$ cat src/hw/rtl/hndq_pkg.sv
// ----------------------------------------------------------------------------
// hndq_pkg
// Shared types and constants of the humanized note delay queue.
// ----------------------------------------------------------------------------
package hndq_pkg;

    // item kinds
    localparam logic [1:0] K_SCHED  = 2'd0;
    localparam logic [1:0] K_ADV    = 2'd1;
    localparam logic [1:0] K_CANCEL = 2'd2;

    // configuration register indexes
    localparam logic CFG_VEL_SPREAD  = 1'b0;
    localparam logic CFG_TIME_SPREAD = 1'b1;

    localparam int RAND_W   = 32;
    localparam int CNT_W    = 6;
    localparam int QDEPTH   = 2;
    localparam logic [6:0] VEL_MAX = 7'd127;

    typedef struct packed {
        logic [6:0] note;
        logic [6:0] vel;
        logic [5:0] col;
        logic [7:0] smp;
    } t_note;

    typedef struct packed {
        logic [1:0]  kind;
        logic        park;
        t_note       ev;
        logic [15:0] delay;
        logic [15:0] frames;
    } t_cmd;

endpackage

$ cat src/hw/rtl/humanized_note_delay_queue_core.sv
// ----------------------------------------------------------------------------
// humanized_note_delay_queue_core
// Delayed note table with velocity and timing jitter.
// ----------------------------------------------------------------------------
// Usage: items enter on the in channel (valid/ready), fired notes leave on
// the out channel (valid/ready), one beat per note, last_of_run set on the
// final note of an item. Config registers are written on the cfg channel,
// always ready; the user must write them only while the block is idle, the block does not enforce this.
// A schedule item runs through two 32-step remainder units, side by side, in
// the front, then goes on to the back. Advance walks the slot table one slot
// a cycle while the out channel takes its notes. Cancel clears the slots of
// the item's column. The front takes the next item while the back still
// works, through a two-entry command queue. A stalled receiver holds the
// back on the next firing slot; the front keeps filling the queue until it
// is full.
// Reset clears the slot table valid bits, the queue and both registers.
// ----------------------------------------------------------------------------
module humanized_note_delay_queue_core #(
    parameter int PENDING_SLOTS = 16
) (
    input  logic        i_clk,
    input  logic        i_rst_n,
    input  logic        i_in_valid,
    output logic        o_in_ready,
    input  logic [1:0]  i_kind,
    input  logic [6:0]  i_note_number,
    input  logic [6:0]  i_note_velocity,
    input  logic [5:0]  i_column_id,
    input  logic [7:0]  i_sample_slot,
    input  logic [15:0] i_row_samples,
    input  logic [15:0] i_frame_count,
    input  logic [31:0] i_random_velocity,
    input  logic [31:0] i_random_delay,
    output logic        o_out_valid,
    input  logic        i_out_ready,
    output logic [6:0]  o_fired_note,
    output logic [6:0]  o_fired_velocity,
    output logic [5:0]  o_fired_column,
    output logic [7:0]  o_fired_sample,
    output logic        o_last_of_run,
    input  logic        i_cfg_valid,
    output logic        o_cfg_ready,
    input  logic        i_cfg_index,
    input  logic [9:0]  i_cfg_data
);
    import hndq_pkg::*;

    logic [6:0] r_vel_spread;
    logic [9:0] r_time_spread;
    logic       w_push;
    logic       w_full;
    logic       w_pop;
    logic       w_qv;
    t_cmd       w_fcmd;
    t_cmd       w_bcmd;
    t_note      w_ev;

    assign o_cfg_ready = 1'b1;

    always_ff @(posedge i_clk) begin
        if (!i_rst_n) begin
            r_vel_spread  <= '0;
            r_time_spread <= '0;
        end else if (i_cfg_valid) begin
            case (i_cfg_index)
                CFG_VEL_SPREAD:  r_vel_spread  <= i_cfg_data[6:0];
                CFG_TIME_SPREAD: r_time_spread <= i_cfg_data;
                default: ;
            endcase
        end
    end

    hndq_front u_front (
        .i_clk             (i_clk),
        .i_rst_n           (i_rst_n),
        .i_in_valid        (i_in_valid),
        .o_in_ready        (o_in_ready),
        .i_kind            (i_kind),
        .i_note_number     (i_note_number),
        .i_note_velocity   (i_note_velocity),
        .i_column_id       (i_column_id),
        .i_sample_slot     (i_sample_slot),
        .i_row_samples     (i_row_samples),
        .i_frame_count     (i_frame_count),
        .i_random_velocity (i_random_velocity),
        .i_random_delay    (i_random_delay),
        .i_vel_spread      (r_vel_spread),
        .i_time_spread     (r_time_spread),
        .i_q_full          (w_full),
        .o_q_push          (w_push),
        .o_q_cmd           (w_fcmd)
    );

    hndq_queue u_queue (
        .i_clk   (i_clk),
        .i_rst_n (i_rst_n),
        .i_push  (w_push),
        .i_cmd   (w_fcmd),
        .o_full  (w_full),
        .i_pop   (w_pop),
        .o_valid (w_qv),
        .o_cmd   (w_bcmd)
    );

    hndq_back #(.N(PENDING_SLOTS)) u_back (
        .i_clk       (i_clk),
        .i_rst_n     (i_rst_n),
        .i_q_valid   (w_qv),
        .i_q_cmd     (w_bcmd),
        .o_q_pop     (w_pop),
        .o_out_valid (o_out_valid),
        .i_out_ready (i_out_ready),
        .o_ev        (w_ev),
        .o_last      (o_last_of_run)
    );

    assign o_fired_note     = w_ev.note;
    assign o_fired_velocity = w_ev.vel;
    assign o_fired_column   = w_ev.col;
    assign o_fired_sample   = w_ev.smp;

endmodule

$ cat src/hw/rtl/hndq_urem.sv
// ----------------------------------------------------------------------------
// hndq_urem
// Restoring remainder unit: 32-bit dividend, one quotient bit per cycle.
// ----------------------------------------------------------------------------
module hndq_urem #(
    parameter int DW = 8
) (
    input  logic                            i_clk,
    input  logic                            i_rst_n,
    input  logic                            i_start,
    input  logic [hndq_pkg::RAND_W-1:0]     i_dividend,
    input  logic [DW-1:0]                   i_divisor,
    output logic                            o_busy,
    output logic [DW-1:0]                   o_rem
);
    import hndq_pkg::*;

    logic [CNT_W-1:0]  r_cnt;
    logic [RAND_W-1:0] r_dvd;
    logic [DW-1:0]     r_rem;
    logic [DW:0]       w_sh;
    logic [DW:0]       w_diff;

    assign w_sh   = {r_rem, r_dvd[RAND_W-1]};
    assign w_diff = w_sh - {1'b0, i_divisor};
    assign o_busy = (r_cnt != '0);
    assign o_rem  = r_rem;

    always_ff @(posedge i_clk) begin
        if (!i_rst_n) begin
            r_cnt <= '0;
        end else if (i_start) begin
            r_cnt <= CNT_W'(RAND_W);
        end else if (o_busy) begin
            r_cnt <= r_cnt - 1'b1;
        end
    end

    always_ff @(posedge i_clk) begin
        if (i_start) begin
            r_dvd <= i_dividend;
            r_rem <= '0;
        end else if (o_busy) begin
            r_dvd <= r_dvd << 1;
            if (w_sh >= {1'b0, i_divisor}) begin
                r_rem <= w_diff[DW-1:0];
            end else begin
                r_rem <= w_sh[DW-1:0];
            end
        end
    end

endmodule

$ cat src/hw/rtl/hndq_front.sv
// ----------------------------------------------------------------------------
// hndq_front
// Accepts items, applies velocity and delay jitter, queues commands.
// ----------------------------------------------------------------------------
module hndq_front (
    input  logic                 i_clk,
    input  logic                 i_rst_n,
    input  logic                 i_in_valid,
    output logic                 o_in_ready,
    input  logic [1:0]           i_kind,
    input  logic [6:0]           i_note_number,
    input  logic [6:0]           i_note_velocity,
    input  logic [5:0]           i_column_id,
    input  logic [7:0]           i_sample_slot,
    input  logic [15:0]          i_row_samples,
    input  logic [15:0]          i_frame_count,
    input  logic [31:0]          i_random_velocity,
    input  logic [31:0]          i_random_delay,
    input  logic [6:0]           i_vel_spread,
    input  logic [9:0]           i_time_spread,
    input  logic                 i_q_full,
    output logic                 o_q_push,
    output hndq_pkg::t_cmd       o_q_cmd
);
    import hndq_pkg::*;

    localparam logic [1:0] F_IDLE = 2'd0;
    localparam logic [1:0] F_CALC = 2'd1;
    localparam logic [1:0] F_PUSH = 2'd2;

    logic [1:0]  r_state;
    logic [1:0]  n_state;
    logic [1:0]  r_kind;
    logic [6:0]  r_note;
    logic [6:0]  r_vel;
    logic [5:0]  r_col;
    logic [7:0]  r_smp;
    logic [15:0] r_row;
    logic [15:0] r_frames;

    logic        w_accept;
    logic        w_start;
    logic        w_vbusy;
    logic        w_dbusy;
    logic [7:0]  w_vrem;
    logic [15:0] w_drem;
    logic [15:0] w_ddiv;
    logic [15:0] w_cap;
    logic signed [9:0] w_vsum;
    logic [6:0]  w_vout;
    logic [15:0] w_dly;

    assign o_in_ready = (r_state == F_IDLE);
    assign w_accept   = i_in_valid && o_in_ready;
    assign w_start    = w_accept && (i_kind == K_SCHED);

    // timing divisor: ms * 48 + 1
    assign w_ddiv = ({6'd0, i_time_spread} << 5) + ({6'd0, i_time_spread} << 4) + 16'd1;

    hndq_urem #(.DW(8)) u_vrem (
        .i_clk      (i_clk),
        .i_rst_n    (i_rst_n),
        .i_start    (w_start),
        .i_dividend (i_random_velocity),
        .i_divisor  ({i_vel_spread, 1'b1}),
        .o_busy     (w_vbusy),
        .o_rem      (w_vrem)
    );

    hndq_urem #(.DW(16)) u_drem (
        .i_clk      (i_clk),
        .i_rst_n    (i_rst_n),
        .i_start    (w_start),
        .i_dividend (i_random_delay),
        .i_divisor  (w_ddiv),
        .o_busy     (w_dbusy),
        .o_rem      (w_drem)
    );

    assign w_vsum = $signed({3'd0, r_vel}) + $signed({2'd0, w_vrem})
                  - $signed({3'd0, i_vel_spread});

    always_comb begin
        if (i_vel_spread == '0) begin
            w_vout = r_vel;
        end else if (w_vsum < 10'sd1) begin
            w_vout = 7'd1;
        end else if (w_vsum > $signed({3'd0, VEL_MAX})) begin
            w_vout = VEL_MAX;
        end else begin
            w_vout = w_vsum[6:0];
        end
    end

    assign w_cap = r_row >> 1;
    assign w_dly = (w_drem < w_cap) ? w_drem : w_cap;

    always_comb begin
        o_q_cmd.kind   = r_kind;
        o_q_cmd.park   = (i_time_spread != '0);
        o_q_cmd.ev     = '{note: r_note, vel: w_vout, col: r_col, smp: r_smp};
        o_q_cmd.delay  = w_dly;
        o_q_cmd.frames = r_frames;
    end

    assign o_q_push = (r_state == F_PUSH) && !i_q_full;

    always_comb begin
        n_state = r_state;
        case (r_state)
            F_IDLE: begin
                if (w_accept) begin
                    if (i_kind == K_SCHED) begin
                        n_state = F_CALC;
                    end else if (i_kind == K_ADV || i_kind == K_CANCEL) begin
                        n_state = F_PUSH;
                    end
                end
            end
            F_CALC: begin
                if (!w_vbusy && !w_dbusy) begin
                    n_state = F_PUSH;
                end
            end
            F_PUSH: begin
                if (!i_q_full) begin
                    n_state = F_IDLE;
                end
            end
            default: n_state = F_IDLE;
        endcase
    end

    always_ff @(posedge i_clk) begin
        if (!i_rst_n) begin
            r_state <= F_IDLE;
        end else begin
            r_state <= n_state;
        end
    end

    always_ff @(posedge i_clk) begin
        if (w_accept) begin
            r_kind   <= i_kind;
            r_note   <= i_note_number;
            r_vel    <= i_note_velocity;
            r_col    <= i_column_id;
            r_smp    <= i_sample_slot;
            r_row    <= i_row_samples;
            r_frames <= i_frame_count;
        end
    end

endmodule

$ cat src/hw/rtl/hndq_queue.sv
// ----------------------------------------------------------------------------
// hndq_queue
// Short command queue between the front and the back.
// ----------------------------------------------------------------------------
module hndq_queue (
    input  logic             i_clk,
    input  logic             i_rst_n,
    input  logic             i_push,
    input  hndq_pkg::t_cmd   i_cmd,
    output logic             o_full,
    input  logic             i_pop,
    output logic             o_valid,
    output hndq_pkg::t_cmd   o_cmd
);
    import hndq_pkg::*;

    t_cmd       r_mem [QDEPTH];
    logic       r_wp;
    logic       r_rp;
    logic [1:0] r_cnt;

    assign o_full  = (r_cnt == 2'(QDEPTH));
    assign o_valid = (r_cnt != '0);
    assign o_cmd   = r_mem[r_rp];

    always_ff @(posedge i_clk) begin
        if (!i_rst_n) begin
            r_wp  <= 1'b0;
            r_rp  <= 1'b0;
            r_cnt <= '0;
        end else begin
            if (i_push) begin
                r_wp <= ~r_wp;
            end
            if (i_pop) begin
                r_rp <= ~r_rp;
            end
            if (i_push && !i_pop) begin
                r_cnt <= r_cnt + 1'b1;
            end else if (i_pop && !i_push) begin
                r_cnt <= r_cnt - 1'b1;
            end
        end
    end

    always_ff @(posedge i_clk) begin
        if (i_push) begin
            r_mem[r_wp] <= i_cmd;
        end
    end

endmodule

$ cat src/hw/rtl/hndq_back.sv
// ----------------------------------------------------------------------------
// hndq_back
// Slot table: parks notes, counts delays down and fires notes in slot order.
// ----------------------------------------------------------------------------
module hndq_back #(
    parameter int N = 16
) (
    input  logic             i_clk,
    input  logic             i_rst_n,
    input  logic             i_q_valid,
    input  hndq_pkg::t_cmd   i_q_cmd,
    output logic             o_q_pop,
    output logic             o_out_valid,
    input  logic             i_out_ready,
    output hndq_pkg::t_note  o_ev,
    output logic             o_last
);
    import hndq_pkg::*;

    localparam int IW = (N > 1) ? $clog2(N) : 1;

    localparam logic [1:0] B_IDLE  = 2'd0;
    localparam logic [1:0] B_START = 2'd1;
    localparam logic [1:0] B_WALK  = 2'd2;
    localparam logic [1:0] B_FLUSH = 2'd3;

    logic [1:0]    r_state;
    logic [1:0]    n_state;
    t_cmd          r_cmd;
    logic [IW-1:0] r_idx;

    logic          r_act  [N];
    t_note         r_slot [N];
    logic [15:0]   r_dly  [N];

    logic          r_held_v;
    t_note         r_held;
    logic          r_o_valid;
    t_note         r_o_ev;
    logic          r_o_last;

    t_note         w_cur;
    logic          w_act_i;
    logic [16:0]   w_diff;
    logic          w_fire;
    logic          w_take;
    logic          w_last_i;

    logic          w_drop;
    logic [5:0]    w_drop_col;
    logic          w_wr;
    logic          w_dly_wr;
    logic          w_hold;
    t_note         w_hold_val;
    logic          w_emit;
    logic          w_emit_last;
    logic          w_idx_clr;
    logic          w_idx_inc;

    assign w_cur    = r_slot[r_idx];
    assign w_act_i  = r_act[r_idx];
    assign w_diff   = {1'b0, r_dly[r_idx]} - {1'b0, r_cmd.frames};
    assign w_fire   = w_diff[16] || (w_diff[15:0] == '0);
    assign w_take   = !r_o_valid || i_out_ready;
    assign w_last_i = (r_idx == IW'(N - 1));

    assign o_out_valid = r_o_valid;
    assign o_ev        = r_o_ev;
    assign o_last      = r_o_last;

    always_comb begin
        n_state     = r_state;
        o_q_pop     = 1'b0;
        w_drop      = 1'b0;
        w_drop_col  = r_cmd.ev.col;
        w_wr        = 1'b0;
        w_dly_wr    = 1'b0;
        w_hold      = 1'b0;
        w_hold_val  = r_cmd.ev;
        w_emit      = 1'b0;
        w_emit_last = 1'b0;
        w_idx_clr   = 1'b0;
        w_idx_inc   = 1'b0;
        case (r_state)
            B_IDLE: begin
                if (i_q_valid) begin
                    o_q_pop = 1'b1;
                    n_state = B_START;
                end
            end
            B_START: begin
                w_idx_clr = 1'b1;
                case (r_cmd.kind)
                    K_SCHED: begin
                        w_drop = 1'b1;
                        if (r_cmd.park) begin
                            n_state = B_WALK;
                        end else begin
                            w_hold  = 1'b1;
                            n_state = B_FLUSH;
                        end
                    end
                    K_ADV: n_state = B_WALK;
                    K_CANCEL: begin
                        w_drop  = 1'b1;
                        n_state = B_IDLE;
                    end
                    default: n_state = B_IDLE;
                endcase
            end
            B_WALK: begin
                if (r_cmd.kind == K_SCHED) begin
                    // first free slot takes the note, a full table fires it
                    if (!w_act_i) begin
                        w_wr    = 1'b1;
                        n_state = B_IDLE;
                    end else if (w_last_i) begin
                        w_hold  = 1'b1;
                        n_state = B_FLUSH;
                    end else begin
                        w_idx_inc = 1'b1;
                    end
                end else if (w_act_i && w_fire) begin
                    // held result goes out once we know another one follows
                    if (!r_held_v || w_take) begin
                        w_emit     = r_held_v;
                        w_hold     = 1'b1;
                        w_hold_val = w_cur;
                        w_drop     = 1'b1;
                        w_drop_col = w_cur.col;
                        if (w_last_i) begin
                            n_state = B_FLUSH;
                        end else begin
                            w_idx_inc = 1'b1;
                        end
                    end
                end else begin
                    w_dly_wr = w_act_i;
                    if (w_last_i) begin
                        n_state = B_FLUSH;
                    end else begin
                        w_idx_inc = 1'b1;
                    end
                end
            end
            B_FLUSH: begin
                if (!r_held_v) begin
                    n_state = B_IDLE;
                end else if (w_take) begin
                    w_emit_last = 1'b1;
                    n_state     = B_IDLE;
                end
            end
            default: n_state = B_IDLE;
        endcase
    end

    always_ff @(posedge i_clk) begin
        if (!i_rst_n) begin
            r_state   <= B_IDLE;
            r_held_v  <= 1'b0;
            r_o_valid <= 1'b0;
            for (int j = 0; j < N; j++) begin
                r_act[j] <= 1'b0;
            end
        end else begin
            r_state <= n_state;
            if (w_hold) begin
                r_held_v <= 1'b1;
            end else if (w_emit_last) begin
                r_held_v <= 1'b0;
            end
            if (w_emit || w_emit_last) begin
                r_o_valid <= 1'b1;
            end else if (i_out_ready) begin
                r_o_valid <= 1'b0;
            end
            for (int j = 0; j < N; j++) begin
                if (w_drop && r_slot[j].col == w_drop_col) begin
                    r_act[j] <= 1'b0;
                end
                if (w_wr && r_idx == IW'(j)) begin
                    r_act[j] <= 1'b1;
                end
            end
        end
    end

    always_ff @(posedge i_clk) begin
        if (o_q_pop) begin
            r_cmd <= i_q_cmd;
        end
        if (w_idx_clr) begin
            r_idx <= '0;
        end else if (w_idx_inc) begin
            r_idx <= r_idx + 1'b1;
        end
        if (w_wr) begin
            r_slot[r_idx] <= r_cmd.ev;
            r_dly[r_idx]  <= r_cmd.delay;
        end else if (w_dly_wr) begin
            r_dly[r_idx] <= w_diff[15:0];
        end
        if (w_hold) begin
            r_held <= w_hold_val;
        end
        if (w_emit || w_emit_last) begin
            r_o_ev   <= r_held;
            r_o_last <= w_emit_last;
        end
    end

`ifndef NO_ASSERTIONS
    a_held_in_walk: assert property (@(posedge i_clk) disable iff (!i_rst_n)
        r_held_v |-> (r_state == B_WALK || r_state == B_FLUSH))
        else $error("held result outside a walk");

    a_walk_kind: assert property (@(posedge i_clk) disable iff (!i_rst_n)
        (r_state == B_WALK) |-> (r_cmd.kind == K_SCHED || r_cmd.kind == K_ADV))
        else $error("walk on a command that does not walk");

    a_last_out: assert property (@(posedge i_clk) disable iff (!i_rst_n)
        w_emit_last |=> (r_o_valid && r_o_last && r_state == B_IDLE && !r_held_v))
        else $error("final result not presented");
`endif

endmodule
$ cat config.mk
export PLATFORM = sky130hd
export DESIGN_NAME = humanized_note_delay_queue_core
export DESIGN_NICKNAME = d
export VERILOG_FILES = /design/src/hw/rtl/hndq_pkg.sv /design/src/hw/rtl/humanized_note_delay_queue_core.sv /design/src/hw/rtl/hndq_urem.sv /design/src/hw/rtl/hndq_front.sv /design/src/hw/rtl/hndq_queue.sv /design/src/hw/rtl/hndq_back.sv
export SDC_FILE = /design/constraint.sdc
export NUM_CORES = 1
export LEC_CHECK = 0
export BUFFER_PORTS_ARGS = -buffer_cell sky130_fd_sc_hd__buf_2
export CAP_MARGIN = 20
export CORE_MARGIN = 10
export CORE_UTILIZATION = 65
export DETAILED_ROUTE_END_ITERATION = 12
export PLACE_DENSITY_LB_ADDON = 0.08
export SETUP_SLACK_MARGIN = 0.4
export SLEW_MARGIN = 15
export SYNTH_ARGS = -nofsm -noshare
export SYNTH_HDL_FRONTEND = slang
export SYNTH_SLANG_ARGS = --single-unit
$ cat constraint.sdc
create_clock -name i_clk -period 14.47 [get_ports i_clk]
set_clock_uncertainty 0.05 [all_clocks]
set_input_delay 2.1705 -clock i_clk [delete_from_list [all_inputs] [get_ports i_clk]]
set_output_delay 2.1705 -clock i_clk [all_outputs]
set_load 0.005 [all_outputs]
==> results.ini <==
[clock_tree]
cts_resized=0
cts-root-buf=clkbuf_16
post_cts_buffers=0
hold_buffers=0
clk_path_buf_depth=3
tritoncts=built
clock_sinks=1162
clk_pin_slew_ns=0.06
cts_inserted_buffers=113
htreeDepth=3
insertion_delay_ns=0.69

[synthesis]
ys.warnings.count=0
synthAdderAreaFrac_pct=2.640
synth_area_per_cell_um2=17.07
seq_area_frac_synth_pct=70.53
netlist_instances=2831
synth-seq-cells=1162
synth_compound_area_share_pct=3.399
synth_top_family_by_area=multiplexers
synthMuxAreaShare_pct=13.26
ys_types=71
synthFlopType=edfxtp_1
synth-simple-area-share_pct=5.602
async_flop_share_pct=0
synth_top_area_share_pct=67.22
yosys-top-cells-count=edfxtp_1 (1082), nand2_1 (286), mux4_2 (220), mux2_2 (116), nor2_1 (111)
synth_most_common_cell=edfxtp_1
synthXorXnorAreaFrac_pct=2.809
synthTopCellsByArea=edfxtp_1 (67%), mux4_2 (10%), dfxtp_1 (3.3%)
yosys.area.top_type=edfxtp_1
synth_area_um2=48340
synth_edf_count=1082

[pwr]
internal_power_mw=6.833
pwr-share-comb_pct=23.5
switching_share_pct=29.36
seqPwrFrac_pct=47.3
power.leakage_nw=18.42
clockPowerShare_pct=29.3
irDropWorstVdd_v=0.0001785
p_switching_mw=2.840
p_per_area_nw_per_um2=178.6

[global_routing]
use_met1_pct=34.30
grt_busiest_layer=met2
grt_max_degree=120
grt_pass1_vias=26840
grt_remaining_overflow=0
antenna_found_initial=1
globalRouteMet3Util_pct=5.613
grt_util_met2_pct=41.91
grt.total_usage_pct=25.46
grt_pass1_wl_um=164100

[die]
core-area_um2=73330
die_w_um=292.7
fp.dieH_um=292.7
core.rowCount=99
io_pins=174
die-area_um2=85670
start_util_pct=65.92

[worst_setup_path]
cp.arrival_ns=8.47
worstPathRequired_ns=14.83
cp-start-kind=register
crit_type=reg2reg
end_kind=register
path_max_fanout=58

[timing]
slew-limit-headroom_pct=19.95
fmax_mhz=123.3
final.period_utilization_pct=56.07
hold_viol_final=0
tightest_slew_ns=1.201
fin_setup_tns_ns=0
rsz0062_at_grt=no
period_needed_ns=8.113
setup_ws_ns=6.357
drv_slew=0
finalSetupViolCount=0

[detailed_routing]
drt_iter0_markers=2942
wire_per_inst_um=26.49
ant_nets=0
num_vias=26020
drc_errors=0
drt-total-wl_um=108900
viasPerCell=6.332
firstDrtPassIters=5

[placed_design]
dp_hpwl_um=62350
portBuffers=171
pre_cts_slack_ns=6.517
gp_congestion=0.8829
place_inst=3888

[run_status]
outcome=finished clean

[min_path]
worstHoldPathType=reg2reg

[finish]
area_delta_synth_final_pct=12.05
finalNonFillerCells=4110
final_nets=3292
drive_above_1_share_pct=24.57

[flow_run]
drv_cap=0

[worst max-delay path, cell delays in order (launching register included)]
cell and delay [ns]:
dfxtp_4 0.93, buf_4 0.93, mux4_2 0.43, mux4_2 0.28, inv_1 0.06, ha_1 0.22
fa_1 0.44, nand2b_1 0.18, a21oi_1 0.43, o21ai_2 0.12, xnor2_1 0.15, or4_1 0.60
or4_4 0.58, nor4_4 0.67, o22ai_2 0.48, xor2_1 0.27, nor4_1 0.66, a211o_1 0.25
[metal layers]
layer,vias to the layer above,routed length [um],part of all wire (%)
li1,11420,-,-
met1,13210,42470,39
met2,1228,53780,49
met3,172,10150,9.3
met4,0,2492,2.3
met5,-,0,0
[final timing paths]
kind,from,endpoint,slack (ns),depth (start not counted)
hold / removal,u_back.r_held[0],u_back.o_ev[0],0.36,0
setup reg to reg,register,u_back.r_act[12],6.36,17
hold reg to reg,u_back.r_held[0],u_back.o_ev[0],0.36,0
setup / recovery,register,u_back.r_act[12],6.36,17
[stage by stage]
step           instance area, um^2  power, mW  hold WS [ns]  utilization (%)
5_1_grt                      54160      10.14        0.3744            73.86
3_3_place_gp                 50410      6.753        0.3517            68.74
2_1_floorplan                48340      6.251        0.3503                -
6_report                     54160      9.673        0.3643            73.86
4_1_cts                      54020      9.700        0.3658            73.67
3_5_place_dp                 50430      6.870        0.3545            68.77
[cells by family after synthesis]
group           count (synthesis)
compound gates                256
xor+xnor                      155
fa+ha+maj                      99
buf+inv                       211
flops                        1162
mux                           351
other cells                     2
simple gates                  595
[power groups by stage]
stage / clock network (mW) / logic (mW) / registers, mW
5_1_grt: 3.00 / 2.52 / 4.62
6_report: 2.83 / 2.27 / 4.57
4_1_cts: 2.87 / 2.26 / 4.57
3_3_place_gp: 0 / 2.14 / 4.61
2_1_floorplan: 0 / 1.76 / 4.49
3_5_place_dp: 0 / 2.23 / 4.64
[state kept, by name, summed over array words and instances (netlist names), 8 cells and up, named ones only]
| signal | cells |
|---|---|
| u_back.r_slot | 448 |
| u_back.r_dly | 256 |
| u_queue.r_mem | 126 |
| u_back.r_cmd | 63 |
| u_front.u_drem.r_dvd | 32 |
| u_front.u_vrem.r_dvd | 32 |
| u_back.o_ev | 28 |
| u_back.r_held | 28 |
| u_back.r_act | 16 |
| u_front.r_frames | 16 |
| u_front.u_drem.o_rem | 16 |
| u_front.r_row | 15 |
| r_time_spread | 10 |
| u_front.r_smp | 8 |
| u_front.u_vrem.o_rem | 8 |
[area by class of cell]
cell class	count	area [um^2]
flip-flops and latches	1162	34110
fillers	4350	19170
multi-input cells	1459	13610
clock buffers	132	2920
repair buffers	220	1294
well taps	959	1200
clock inverters	82	673.1
inverters	95	356.6
diodes	1	2.502
[cells in the final DEF, fill, tap and decap left out, drive strengths merged, types with 20 or more instances in the layout]
master / instances
nand3: 22
mux2: 116
o21ai: 52
mux4: 220
nor3: 66
ha: 94
a21oi: 76
buf: 220
inv: 100
clkbuf: 132
nor2: 111
nand2: 286
xor2: 102
and2: 22
dfxtp: 80
xnor2: 53
clkinv: 64
a21o: 21
a31oi: 20
edfxtp: 1082
No activity file was read; power rests on OpenSTA's default activity.
